`config.mk`:
```
export PLATFORM = sky130hd
export DESIGN_NAME = hash_table_linear_probe_replace
export DESIGN_NICKNAME = d
export VERILOG_FILES = /design/src/sv/htlp_pkg.sv /design/src/sv/htlp_ram.sv /design/src/sv/htlp_mod.sv /design/src/sv/htlp_dp.sv /design/src/sv/htlp_ctrl.sv /design/src/sv/hash_table_linear_probe_replace.sv
export SDC_FILE = /design/constraint.sdc
export NUM_CORES = 2
export LEC_CHECK = 0
export ABC_AREA = 1
export BUFFER_PORTS_ARGS = -buffer_cell sky130_fd_sc_hd__clkbuf_2
export CAP_MARGIN = 20
export CORE_ASPECT_RATIO = 1.25
export CORE_MARGIN = 1.5
export CORE_UTILIZATION = 60
export CTS_CLUSTER_DIAMETER = 40
export DETAILED_ROUTE_END_ITERATION = 12
export GPL_ROUTABILITY_DRIVEN = 0
export MAX_ROUTING_LAYER = met4
export PLACE_DENSITY = 0.77
export SLEW_MARGIN = 10
export SYNTH_ARGS = -nofsm -noshare
export SYNTH_HDL_FRONTEND = slang
export SYNTH_HIERARCHICAL = 1
export SYNTH_SLANG_ARGS = --single-unit
```
`constraint.sdc`:
```
create_clock -name i_clk -period 16.6 [get_ports i_clk]
set_input_delay 0.83 -clock i_clk [delete_from_list [all_inputs] [get_ports i_clk]]
set_output_delay 0.83 -clock i_clk [all_outputs]
set_load 0.005 [all_outputs]
```
`src/sv/htlp_pkg.sv`:
```
// Shared constants, codes and controller/datapath interface types of the hash table.
package htlp_pkg;

    localparam int KEY_W          = 34;
    localparam int NAME_W         = 64;
    localparam int CMD_W          = 2;
    localparam int STAT_W         = 3;
    localparam int IN_W           = ((KEY_W + NAME_W + 7) / 8) * 8;
    localparam int TABLE_SIZE_DEF = 16;
    // key bits folded into the home-slot remainder per cycle
    localparam int MOD_DIG        = 4;

    typedef enum logic [CMD_W-1:0] {
        CMD_INSERT = 2'd0,
        CMD_FIND   = 2'd1,
        CMD_DELETE = 2'd2
    } t_cmd;

    typedef enum logic [STAT_W-1:0] {
        ST_INSERTED  = 3'd0,
        ST_FULL      = 3'd1,
        ST_FOUND     = 3'd2,
        ST_NOT_FOUND = 3'd3,
        ST_DELETED   = 3'd4
    } t_status;

    // controller -> datapath
    typedef struct packed {
        logic load;        // capture the input item
        logic put_home;    // write new entry at home slot, result inserted at home
        logic probe_init;  // start the empty-slot probe after home
        logic probe_step;  // advance the probe
        logic move_res;    // move the resident of home to the probed slot
        logic place_new;   // write new entry at the probed slot
        logic res_full;    // result: table full
        logic scan_step;   // issue the next lookup read
        logic scan_hit;    // result: found or deleted at compared slot
        logic res_none;    // result: not found
        logic out_load;    // move the result into the output register
    } t_ctl_cmd;

    // datapath -> controller
    typedef struct packed {
        logic in_insert;
        logic in_lookup;
        logic mod_done;
        logic home_valid;
        logic probe_empty;
        logic probe_last;
        logic res_away;
        logic scan_hit;
        logic scan_last;
        logic out_free;
    } t_ctl_stat;

endpackage

```
`src/sv/htlp_ram.sv`:
```
// Generic single-write, single-read RAM with registered read data.
module htlp_ram #(
    parameter int WIDTH = 8,
    parameter int DEPTH = 16,
    localparam int AW = $clog2(DEPTH)
) (
    input  logic             i_clk,
    input  logic             i_wr_en,
    input  logic [AW-1:0]    i_wr_addr,
    input  logic [WIDTH-1:0] i_wr_data,
    input  logic [AW-1:0]    i_rd_addr,
    output logic [WIDTH-1:0] o_rd_data
);

    logic [WIDTH-1:0] r_mem [DEPTH];
    logic [WIDTH-1:0] r_rd_data;

    always_ff @(posedge i_clk) begin
        if (i_wr_en) begin
            r_mem[i_wr_addr] <= i_wr_data;
        end
        r_rd_data <= r_mem[i_rd_addr];
    end

    assign o_rd_data = r_rd_data;

endmodule

```
`src/sv/htlp_mod.sv`:
```
// Iterative key-modulo-table-size unit, MOD_DIG key bits per cycle, most significant first.
module htlp_mod #(
    parameter int TABLE_SIZE = htlp_pkg::TABLE_SIZE_DEF,
    localparam int IW = $clog2(TABLE_SIZE)
) (
    input  logic                     i_clk,
    input  logic                     i_rst_n,
    input  logic                     i_start,
    input  logic [htlp_pkg::KEY_W-1:0] i_key,
    output logic                     o_done,
    output logic [IW-1:0]            o_rem
);

    import htlp_pkg::*;

    localparam int STEPS = (KEY_W + MOD_DIG - 1) / MOD_DIG;
    localparam int SH_W  = STEPS * MOD_DIG;
    localparam int CW    = $clog2(STEPS + 1);
    localparam int WW    = IW + MOD_DIG;

    logic [SH_W-1:0] r_sh;
    logic [IW-1:0]   r_rem;
    logic [IW-1:0]   n_rem;
    logic [CW-1:0]   r_cnt;
    logic            r_busy;
    logic            r_done;

    // rem*2^DIG + digit is below 16*N: restoring subtract of 8N, 4N, 2N, N
    always_comb begin : p_reduce
        logic [WW-1:0] acc;
        acc = {r_rem, r_sh[SH_W-1 -: MOD_DIG]};
        for (int k = MOD_DIG - 1; k >= 0; k--) begin
            if (acc >= (WW'(TABLE_SIZE) << k)) begin
                acc = acc - (WW'(TABLE_SIZE) << k);
            end
        end
        n_rem = acc[IW-1:0];
    end

    always_ff @(posedge i_clk) begin
        if (!i_rst_n) begin
            r_busy <= 1'b0;
            r_done <= 1'b0;
        end else begin
            r_done <= 1'b0;
            if (i_start) begin
                r_busy <= 1'b1;
            end else if (r_busy && r_cnt == CW'(1)) begin
                r_busy <= 1'b0;
                r_done <= 1'b1;
            end
        end
    end

    always_ff @(posedge i_clk) begin
        if (i_start) begin
            r_sh  <= SH_W'(i_key);
            r_rem <= '0;
            r_cnt <= CW'(STEPS);
        end else if (r_busy) begin
            r_sh  <= r_sh << MOD_DIG;
            r_rem <= n_rem;
            r_cnt <= r_cnt - 1'b1;
        end
    end

    assign o_done = r_done;
    assign o_rem  = r_rem;

endmodule

```
`src/sv/htlp_dp.sv`:
```
// Datapath: slot store, valid bits, probe and scan counters, result and output registers.
module htlp_dp #(
    parameter int TABLE_SIZE = htlp_pkg::TABLE_SIZE_DEF,
    localparam int IW = $clog2(TABLE_SIZE)
) (
    input  logic                        i_clk,
    input  logic                        i_rst_n,
    input  logic [htlp_pkg::CMD_W-1:0]  i_in_cmd,
    input  logic [htlp_pkg::KEY_W-1:0]  i_in_key,
    input  logic [htlp_pkg::NAME_W-1:0] i_in_name,
    input  logic                        i_out_ready,
    output logic                        o_out_valid,
    output logic [htlp_pkg::STAT_W-1:0] o_out_status,
    output logic [IW-1:0]               o_out_slot,
    output logic [htlp_pkg::NAME_W-1:0] o_out_name,
    input  htlp_pkg::t_ctl_cmd          i_cmd,
    output htlp_pkg::t_ctl_stat         o_stat
);

    import htlp_pkg::*;

    localparam int            WORD_W = KEY_W + IW + NAME_W;
    localparam logic [IW-1:0] LAST   = IW'(TABLE_SIZE - 1);

    logic [KEY_W-1:0]      r_key;
    logic [NAME_W-1:0]     r_name;
    logic                  r_is_find;
    logic [TABLE_SIZE-1:0] r_valid;
    logic [IW-1:0]         r_idx;
    logic [IW-1:0]         r_cnt;
    logic [IW-1:0]         r_cmp_idx;
    logic                  r_cmp_vld;

    logic [STAT_W-1:0]     r_res_status, n_res_status;
    logic [IW-1:0]         r_res_slot, n_res_slot;
    logic [NAME_W-1:0]     r_res_name, n_res_name;

    logic                  r_out_valid;
    logic [STAT_W-1:0]     r_out_status;
    logic [IW-1:0]         r_out_slot;
    logic [NAME_W-1:0]     r_out_name;

    logic                  in_insert;
    logic                  mod_done;
    logic [IW-1:0]         home;
    logic [IW-1:0]         home_next;
    logic [IW-1:0]         idx_next;
    logic                  wr_en;
    logic [IW-1:0]         wr_addr;
    logic [IW-1:0]         rd_addr;
    logic [WORD_W-1:0]     wr_data;
    logic [WORD_W-1:0]     rd_data;
    logic [KEY_W-1:0]      rd_key;
    logic [IW-1:0]         rd_home;
    logic [NAME_W-1:0]     rd_name;
    logic                  out_free;

    assign in_insert = (i_in_cmd == CMD_INSERT);

    htlp_mod #(
        .TABLE_SIZE(TABLE_SIZE)
    ) u_mod (
        .i_clk   (i_clk),
        .i_rst_n (i_rst_n),
        .i_start (i_cmd.load && in_insert),
        .i_key   (i_in_key),
        .o_done  (mod_done),
        .o_rem   (home)
    );

    // each word: key, its home slot, name
    htlp_ram #(
        .WIDTH(WORD_W),
        .DEPTH(TABLE_SIZE)
    ) u_ram (
        .i_clk     (i_clk),
        .i_wr_en   (wr_en),
        .i_wr_addr (wr_addr),
        .i_wr_data (wr_data),
        .i_rd_addr (rd_addr),
        .o_rd_data (rd_data)
    );

    assign rd_key  = rd_data[KEY_W-1:0];
    assign rd_home = rd_data[KEY_W +: IW];
    assign rd_name = rd_data[KEY_W + IW +: NAME_W];

    assign home_next = (home == LAST) ? '0 : home + 1'b1;
    assign idx_next  = (r_idx == LAST) ? '0 : r_idx + 1'b1;

    // outside the scan the read port sits on home, so the resident is ready during the probe
    assign rd_addr = i_cmd.scan_step ? r_idx : home;
    assign wr_en   = i_cmd.put_home || i_cmd.move_res || i_cmd.place_new;
    assign wr_addr = i_cmd.put_home ? home : r_idx;
    assign wr_data = i_cmd.move_res ? rd_data : {r_name, home, r_key};

    assign out_free = !r_out_valid || i_out_ready;

    always_comb begin
        o_stat.in_insert   = in_insert;
        o_stat.in_lookup   = (i_in_cmd == CMD_FIND) || (i_in_cmd == CMD_DELETE);
        o_stat.mod_done    = mod_done;
        o_stat.home_valid  = r_valid[home];
        o_stat.probe_empty = !r_valid[r_idx];
        o_stat.probe_last  = (r_cnt == LAST);
        o_stat.res_away    = (rd_home != home);
        o_stat.scan_hit    = r_cmp_vld && r_valid[r_cmp_idx] && (rd_key == r_key);
        o_stat.scan_last   = r_cmp_vld && (r_cmp_idx == LAST);
        o_stat.out_free    = out_free;
    end

    always_ff @(posedge i_clk) begin
        if (i_cmd.load) begin
            r_key     <= i_in_key;
            r_name    <= i_in_name;
            r_is_find <= (i_in_cmd == CMD_FIND);
        end
    end

    always_ff @(posedge i_clk) begin
        if (!i_rst_n) begin
            r_valid <= '0;
        end else begin
            if (i_cmd.put_home) begin
                r_valid[home] <= 1'b1;
            end
            if (i_cmd.place_new || i_cmd.move_res) begin
                r_valid[r_idx] <= 1'b1;
            end
            if (i_cmd.scan_hit && !r_is_find) begin
                r_valid[r_cmp_idx] <= 1'b0;
            end
        end
    end

    always_ff @(posedge i_clk) begin
        if (i_cmd.load) begin
            r_idx <= '0;
        end else if (i_cmd.probe_init) begin
            r_idx <= home_next;
            r_cnt <= IW'(1);
        end else if (i_cmd.probe_step || i_cmd.scan_step) begin
            r_idx <= idx_next;
            r_cnt <= r_cnt + 1'b1;
        end
        if (i_cmd.scan_step) begin
            r_cmp_idx <= r_idx;
        end
    end

    // compare stage sees the read address issued in the cycle before
    always_ff @(posedge i_clk) begin
        if (!i_rst_n) begin
            r_cmp_vld <= 1'b0;
        end else if (i_cmd.load) begin
            r_cmp_vld <= 1'b0;
        end else if (i_cmd.scan_step) begin
            r_cmp_vld <= 1'b1;
        end
    end

    always_comb begin
        n_res_status = r_res_status;
        n_res_slot   = r_res_slot;
        n_res_name   = r_res_name;
        priority if (i_cmd.put_home) begin
            n_res_status = ST_INSERTED;
            n_res_slot   = home;
            n_res_name   = '0;
        end else if (i_cmd.place_new) begin
            n_res_status = ST_INSERTED;
            n_res_slot   = r_idx;
            n_res_name   = '0;
        end else if (i_cmd.res_full) begin
            n_res_status = ST_FULL;
            n_res_slot   = '0;
            n_res_name   = '0;
        end else if (i_cmd.scan_hit) begin
            n_res_status = r_is_find ? ST_FOUND : ST_DELETED;
            n_res_slot   = r_cmp_idx;
            n_res_name   = r_is_find ? rd_name : '0;
        end else if (i_cmd.res_none) begin
            n_res_status = ST_NOT_FOUND;
            n_res_slot   = '0;
            n_res_name   = '0;
        end else begin
            n_res_status = r_res_status;
        end
    end

    always_ff @(posedge i_clk) begin
        r_res_status <= n_res_status;
        r_res_slot   <= n_res_slot;
        r_res_name   <= n_res_name;
    end

    always_ff @(posedge i_clk) begin
        if (!i_rst_n) begin
            r_out_valid <= 1'b0;
        end else if (i_cmd.out_load) begin
            r_out_valid <= 1'b1;
        end else if (i_out_ready) begin
            r_out_valid <= 1'b0;
        end
    end

    always_ff @(posedge i_clk) begin
        if (i_cmd.out_load) begin
            r_out_status <= r_res_status;
            r_out_slot   <= r_res_slot;
            r_out_name   <= r_res_name;
        end
    end

    assign o_out_valid  = r_out_valid;
    assign o_out_status = r_out_status;
    assign o_out_slot   = r_out_slot;
    assign o_out_name   = r_out_name;

    a_place_empty: assert property (@(posedge i_clk) disable iff (!i_rst_n)
        (i_cmd.place_new || i_cmd.move_res) |-> !r_valid[r_idx])
        else $error("placement into an occupied slot");

    a_probe_not_home: assert property (@(posedge i_clk) disable iff (!i_rst_n)
        (i_cmd.place_new || i_cmd.move_res) |-> (r_idx != home))
        else $error("probe wrapped back to the home slot");

    a_hit_valid: assert property (@(posedge i_clk) disable iff (!i_rst_n)
        i_cmd.scan_hit |-> (r_cmp_vld && r_valid[r_cmp_idx]))
        else $error("lookup hit on an empty slot");

    a_full_all_valid: assert property (@(posedge i_clk) disable iff (!i_rst_n)
        i_cmd.res_full |-> (&r_valid))
        else $error("table full reported with an empty slot");

endmodule

```
`src/sv/htlp_ctrl.sv`:
```
// Controller state machine sequencing insert, find and delete over the datapath.
module htlp_ctrl (
    input  logic                i_clk,
    input  logic                i_rst_n,
    input  logic                i_in_valid,
    output logic                o_in_ready,
    input  htlp_pkg::t_ctl_stat i_stat,
    output htlp_pkg::t_ctl_cmd  o_cmd
);

    import htlp_pkg::*;

    typedef enum logic [6:0] {
        S_IDLE  = 7'b0000001,
        S_MOD   = 7'b0000010,
        S_HOME  = 7'b0000100,
        S_PROBE = 7'b0001000,
        S_MOVE  = 7'b0010000,
        S_SCAN  = 7'b0100000,
        S_DONE  = 7'b1000000
    } t_state;

    t_state r_state, n_state;

    always_ff @(posedge i_clk) begin
        if (!i_rst_n) begin
            r_state <= S_IDLE;
        end else begin
            r_state <= n_state;
        end
    end

    always_comb begin
        n_state    = r_state;
        o_cmd      = '0;
        o_in_ready = 1'b0;
        unique case (r_state)
            S_IDLE: begin
                o_in_ready = 1'b1;
                if (i_in_valid) begin
                    o_cmd.load = 1'b1;
                    priority if (i_stat.in_insert) begin
                        n_state = S_MOD;
                    end else if (i_stat.in_lookup) begin
                        n_state = S_SCAN;
                    end else begin
                        o_cmd.res_none = 1'b1;
                        n_state        = S_DONE;
                    end
                end
            end
            S_MOD: begin
                if (i_stat.mod_done) begin
                    n_state = S_HOME;
                end
            end
            S_HOME: begin
                if (!i_stat.home_valid) begin
                    o_cmd.put_home = 1'b1;
                    n_state        = S_DONE;
                end else begin
                    o_cmd.probe_init = 1'b1;
                    n_state          = S_PROBE;
                end
            end
            S_PROBE: begin
                priority if (i_stat.probe_empty) begin
                    // resident away from its own home gets pushed on, new key takes home
                    if (i_stat.res_away) begin
                        o_cmd.move_res = 1'b1;
                        n_state        = S_MOVE;
                    end else begin
                        o_cmd.place_new = 1'b1;
                        n_state         = S_DONE;
                    end
                end else if (i_stat.probe_last) begin
                    o_cmd.res_full = 1'b1;
                    n_state        = S_DONE;
                end else begin
                    o_cmd.probe_step = 1'b1;
                end
            end
            S_MOVE: begin
                o_cmd.put_home = 1'b1;
                n_state        = S_DONE;
            end
            S_SCAN: begin
                o_cmd.scan_step = 1'b1;
                priority if (i_stat.scan_hit) begin
                    o_cmd.scan_hit = 1'b1;
                    n_state        = S_DONE;
                end else if (i_stat.scan_last) begin
                    o_cmd.res_none = 1'b1;
                    n_state        = S_DONE;
                end else begin
                    n_state = S_SCAN;
                end
            end
            S_DONE: begin
                if (i_stat.out_free) begin
                    o_cmd.out_load = 1'b1;
                    n_state        = S_IDLE;
                end
            end
            default: begin
                n_state = S_IDLE;
            end
        endcase
    end

endmodule

```
`src/sv/hash_table_linear_probe_replace.sv`:
```
// Linear-probing hash table with replacement: top level joining controller and datapath.
// Open-addressed table of TABLE_SIZE slots, each holding a 34-bit key and a 64-bit name;
// a key's home slot is key mod TABLE_SIZE. One item is worked on at a time; the result
// sits in an output register, so the next item is taken while it waits. An insert first
// folds the key into its home slot at 4 bits a cycle and writes the new entry at home when
// home is empty; else it probes one slot a cycle (up to TABLE_SIZE-1 slots) for an empty
// one and places the new entry there, or moves the resident on to it and puts the new key
// at home when the resident is away from its own home. Find and delete read the slot store
// one slot a cycle from slot 0 and stop at the first match. An unused command gives
// not-found. Valid bits are cleared by reset, so the block is ready once reset is released.
module hash_table_linear_probe_replace #(
    parameter int TABLE_SIZE = htlp_pkg::TABLE_SIZE_DEF,
    localparam int IW = $clog2(TABLE_SIZE),
    localparam int OUT_W = ((IW + htlp_pkg::NAME_W + 7) / 8) * 8
) (
    input  logic                        i_clk,
    input  logic                        i_rst_n,
    input  logic                        s_axis_tvalid,
    output logic                        s_axis_tready,
    input  logic [htlp_pkg::IN_W-1:0]   s_axis_tdata,  // lookup_key, entry_name
    input  logic [htlp_pkg::CMD_W-1:0]  s_axis_tuser,  // command
    output logic                        m_axis_tvalid,
    input  logic                        m_axis_tready,
    output logic [OUT_W-1:0]            m_axis_tdata,  // slot_index, found_name
    output logic [htlp_pkg::STAT_W-1:0] m_axis_tuser   // status
);

    import htlp_pkg::*;

    t_ctl_cmd          cmd;
    t_ctl_stat         stat;
    logic [IW-1:0]     out_slot;
    logic [NAME_W-1:0] out_name;

    htlp_ctrl u_ctrl (
        .i_clk      (i_clk),
        .i_rst_n    (i_rst_n),
        .i_in_valid (s_axis_tvalid),
        .o_in_ready (s_axis_tready),
        .i_stat     (stat),
        .o_cmd      (cmd)
    );

    htlp_dp #(
        .TABLE_SIZE(TABLE_SIZE)
    ) u_dp (
        .i_clk        (i_clk),
        .i_rst_n      (i_rst_n),
        .i_in_cmd     (s_axis_tuser),
        .i_in_key     (s_axis_tdata[KEY_W-1:0]),
        .i_in_name    (s_axis_tdata[KEY_W +: NAME_W]),
        .i_out_ready  (m_axis_tready),
        .o_out_valid  (m_axis_tvalid),
        .o_out_status (m_axis_tuser),
        .o_out_slot   (out_slot),
        .o_out_name   (out_name),
        .i_cmd        (cmd),
        .o_stat       (stat)
    );

    assign m_axis_tdata = OUT_W'({out_name, out_slot});

endmodule

```
=== Word-level counts from Yosys, hierarchy flattened ===
Memory sizes are Yosys's and may differ from the RTL's. A register that Yosys moved wholly into a read port is not among the register bits.
Index checks and enable logic that the tools add are counted.

* Input bits: 110
* Memories: 1
* Bits in writable memories: 1632
* Word-level logic and storage cells: 186
* Output and inout port bits: 77
* Flip-flop bits (word level): 324

* Bitwise operators: 6
* Add/sub/neg operators: 8
* Multiplexer cells: 87
* Reductions and logical operators: 31
* Order comparisons: 10
* Eq/ne operators: 20

{| class="wikitable"
|+ Memory list
! memory !! depth !! bits a word !! read ports !! clocked after Yosys merged registers in !! wr ports !! line !! text
|-
| u_dp.u_ram.r_mem || 16 || 102 || 1 || 1 || 1 || htlp_ram.sv:15 || <nowiki>logic [WIDTH-1:0] r_mem [DEPTH];</nowiki>
|}

{| class="wikitable"
|+ Operator list
! kind !! number
|-
| $mux W64 || 3
|-
| $mux W102 || 1
|-
| $mux W16 || 5
|-
| $mux W7 || 11
|-
| $mux W34 || 2
|-
| $mux W4 || 14
|-
| $pmux W7 S7 || 1
|-
| $eq A34 B34 Y1 || 1
|-
| $mux W1 || 34
|-
| $or A16 B16 Y16 || 2
|-
| $mux W8 || 3
|-
| $and A16 B16 Y16 || 1
|-
| $eq A4 B4 Y1 const B || 4
|-
| $not A16 Y16 || 1
|-
| $lt A4 B5 Y1 const B || 3
|-
| $add A4 B1 Y4 const B || 3
|-
| $bmux W1 S4 || 3
|-
| $demux W1 S4 || 3
|-
| $ge A4 B1 Y1 const B || 3
|-
| $reduce_bool A2 Y1 || 5
|-
| $logic_and A1 B1 Y1 || 9
|-
| $mux W3 || 3
|-
| $ge A8 B5 Y1 const B || 1
|-
| $ge A8 B6 Y1 const B || 1
|-
| 32 further kinds || 45
|}

=== Depth between registers and ports, before layout ===
* Depth after elaboration: 12
* Mapped depth: 18
* Depth with buffers taken out: 16

=== Hierarchy ===
The synthesis kept the hierarchy.

{| class="wikitable"
|+ Modules (own cells, without submodules)
! module !! times used !! cells each !! area an instance (um^2) !! seq. area each (um^2)
|-
| htlp_ram || 1 || 6693 || 71598.7 || 51049.0
|-
| htlp_dp || 1 || 1212 || 11626.2 || 7247.0
|-
| htlp_mod || 1 || 200 || 1938.1 || 1261.2
|-
| htlp_ctrl || 1 || 93 || 543.0 || 140.1
|-
| hash_table_linear_probe_replace || 1 || 5 || 33.8 || 0.0
|}

=== Worst setup path after synthesis ===
Ideal clock, no wire load.

* Kind: register -> register
* From: register u_dp.u_mod.r_rem[0] (netlist: u_dp/u_mod/o_rem[0])
* To: memory u_dp/u_ram/r_mem[11][0] in the netlist's numbering, enable pin
* Cell stages (with the launch flop): 15
* Required time: 16.036 ns
* Data arrival time: 6.149 ns
* Buffers on the path: 2
* Clock period less this slack: 6.713 ns
* Setup time: 0.564 ns
* Setup slack: 9.887 ns
* Cells stage by stage: dfxtp_1 inv_1 clkbuf_1 a21oi_1 o21ai_0 nand2_1 nand3_1 nand4_1 inv_1 nand2_1 nand2_1 buf_2 o21ai_0 nand2_1 nor2_1

{| class="wikitable"
|+ RTL lines
! element !! line !! text
|-
| from (decl) || htlp_mod.sv:22 || <nowiki>logic [IW-1:0] r_rem;</nowiki>
|-
| from (signal assigned) || htlp_mod.sv:62 || <nowiki>r_rem <= n_rem;</nowiki>
|-
| to (decl) || htlp_ram.sv:15 ||
|}

==> out/metrics.yaml <==
logic_synthesis:
  synth_top_area_share_pct: 64.72
  yosysMostFrequentCell: "nand2_1"
  netlist_area_um2: 85740
  ys_top_cells_by_count: "2,553 x nand2_1, 1,848 x edfxtp_1, 1,405 x inv_1"
  synth_seq_cells: 2058
  synth_edf_count: 1848
  synth-async-reset-ratio_pct: 0
  ys_top_cells_by_area: "edfxtp_1 65%, nand2_1 11%, nand3_1 7.7%"
  synth.avg_cell_area_um2: 10.45
  syn_inst: 8203
  ys_warn_count: 6
  yosys.area.top_type: "edfxtp_1"
  ys_seq_area_share_pct: 69.63
  ys_types: 46
  ys.flop_type: "edfxtp_1"
worst_setup_path:
  worstPathArrival_ns: 7.02
  start_kind: "flip-flop"
  worstSetupEndpointType: "flip-flop"
  worstPathRequired_ns: 17.03
  crit_type: "reg -> reg"
  cp_max_fo: 50
clocking:
  numCtsBuffers: 196
  cts_tree: "yes"
  clkSlewWorstSetupHoldPaths_ns: 0.06
  clk_latency_ns: 0.84
  cts.sinks: 2058
  cts-htree-levels: 4
  postCtsSetupBuffers: 0
  cts_buffer_depth: 3
  holdBufCountCts: 0
  cts.repair.resized: 0
  cts_root_buf: "clkbuf_16"
drt:
  ant_nets: 0
  vias: 58790
  dr.pass1.iters: 7
  routedWlPerCell_um: 20.86
  drt_iter0_drc: 7109
  vias_per_cell: 5.658
  remaining_drc_errors: 0
  totalWireLength_um: 216800
layout:
  drive_gt1_share_pct: 8.339
  nets: 8469
  area_growth_pct: 10.95
  stdcell_area_um2: 95130
  num-fill-cells: 9749
placed_design:
  dpl_cell_area_um2: 88450
  portBuffers: 176
  place_hpwl_um: 109700
sta:
  drv_slew: 0
  setup_viol: 0
  min_period_ns: 6.593
  rsz0062_at_grt: "no"
  clock.fmax_mhz: 151.7
  finalCritPeriodShare_pct: 39.72
  tns_ns: 0
  worst_pin_slew_ns: 1.236
  slew-limit-headroom_pct: 17.59
  hold_viol_final: 0
  finalClockSkew_ns: 0.02980
floorplan:
  dieArea_um2: 145200
  ios: 187
  std_cell_rows: 154
  fp.dieH_um: 425.6
  die_w_um: 341.1
  core-area_um2: 141400
  initial_utilization_pct: 60.62
grt:
  grt_overflow_total: 0
  grtUsageTotal_pct: 30.54
  grt_max_degree: 233
  antenna_found_initial: 3
  grt_pass1_vias: 57500
  grt_pass1_wl_um: 325300
job:
  drv_cap: 0
power:
  irDropWorstVdd_mv: 0.1911
  p_per_area_nw_per_um2: 148.1
  p_leak_nw: 40.37
outcome:
  outcome: "complete, no violations"
worst_hold_path:
  hold_class: "in -> reg"
-- worst paths after layout --
path                       startpoint                      end  slack (ns)  depth (start not counted)
setup / recovery  u_dp/u_mod/o_rem[0]  u_dp/u_ram/r_mem[2][80]       10.01                         14
hold / removal       s_axis_tdata[92]          u_dp/r_name[58]        0.17                          1
setup reg to reg  u_dp/u_mod/o_rem[0]  u_dp/u_ram/r_mem[2][80]       10.01                         14
hold reg to reg   u_dp/r_res_name[16]      u_dp/o_out_name[16]        0.42                          0
-- logic make-up (layout without fill, tap and decap cells) --
family / Yosys count / after routing / synth area share (%)
simple gates: 4013 / 4013 / 19.67
flops: 2058 / 2058 / 69.63
buf+inv: 1824 / 2132 / 8.597
compound gates: 274 / 274 / 1.704
xor+xnor: 18 / 18 / 0.1839
fa+ha+maj: 15 / 15 / 0.2189
other cells: 1 / 7 / 0.004374
-- power breakdown --
group | leakage (nW) | switching, mW | internal [mW]
clock network | 3.19 | 1.92 | 2.58
logic | 18.8 | 2.49 | 0.953
registers | 18.4 | 0.142 | 6.00
-- final cells by class --
cell class              instances  area (um2)  share of cell area (%)
diodes                          3       7.507                0.007891
clock buffers                 269        5434                   5.712
well taps                    1872        2342                   2.462
clock inverters                99        1126                   1.184
multi-input cells            4324       18880                   19.85
flip-flops and latches       2058       59700                   62.75
repair buffers                348        2287                   2.404
inverters                    1416        5356                   5.630
-- worst max-delay path, cell delays in order (launching register included) --
cell	delay (ns)
dfxtp_1	0.79
inv_1	0.50
a21oi_1	0.25
o21ai_0	0.12
nand2_1	0.09
nand3_1	0.06
nand4_1	0.15
inv_1	0.07
nand2_1	0.06
nand2_1	0.36
o21ai_0	0.65
nand2_1	0.37
nor2_4	0.96
buf_4	0.71
buf_4	0.95
-- sequential cells by signal, summed over array words and instances (netlist names), 3 cells and up --
register / count
u_dp/u_ram/o_rd_data: 102
u_dp/r_cnt: 4
u_ctrl/r_state: 7
u_dp/o_out_slot: 4
u_dp/r_cmp_idx: 4
u_dp/r_name: 64
u_dp/r_res_name: 64
u_dp/r_res_slot: 4
u_dp/u_mod/r_cnt: 4
u_dp/r_idx: 4
u_dp/r_key: 34
u_dp/u_ram/r_mem: 1632
u_dp/r_valid: 16
u_dp/r_res_status: 3
u_dp/u_mod/r_sh: 36
u_dp/u_mod/o_rem: 4
u_dp/o_out_name: 64
u_dp/o_out_status: 3
-- cells in the final DEF, fill, tap and decap left out, types with 5 or more instances in the layout --
cell type,synthesis,final
nand4_1,5,5
o21ai_2,10,11
edfxtp_1,1848,1848
nor3_1,17,17
clkinv_8,0,8
buf_12,0,5
clkinv_1,2,18
inv_8,0,8
clkinvlp_4,0,8
o21ai_0,151,146
clkbuf_16,0,200
dfxtp_1,210,210
clkbuf_8,0,17
a21oi_1,32,32
inv_1,1405,1403
o21ai_1,62,62
nor2_4,3,23
clkinv_4,0,10
ha_1,15,15
inv_6,0,9
clkbuf_2,1,176
nand2_1,2553,2553
nor2_1,99,79
clkbuf_1,108,52
xnor2_1,14,14
nand3_1,1321,1321
clkinv_2,0,25
inv_2,8,7
bufinv_16,0,17
buf_4,44,161
-- per-layer routing --
layer	share of wire [%]	vias up	track usage, %
li1	-	26860	-
met1	36	27920	36.79
met2	49	3299	49.72
met3	9.5	711	4.354
met4	5.7	0	17.24
met5	0	-	-
-- metrics by stage --
step	instances	util, %	power, mW	setup slack (ns)	hold slack (ns)
floorplan	8206	-	8.651	9.887	0.4003
global placement	10010	62.50	9.490	10.39	0.4102
detailed placement	10010	62.54	9.589	10.29	0.4168
CTS	10380	67.18	14.05	10.26	0.1193
global route	10390	67.26	14.66	9.920	0.1416
finish	10390	67.26	14.09	10.01	0.1659
Note: power is estimated with default switching activity, not from simulation.
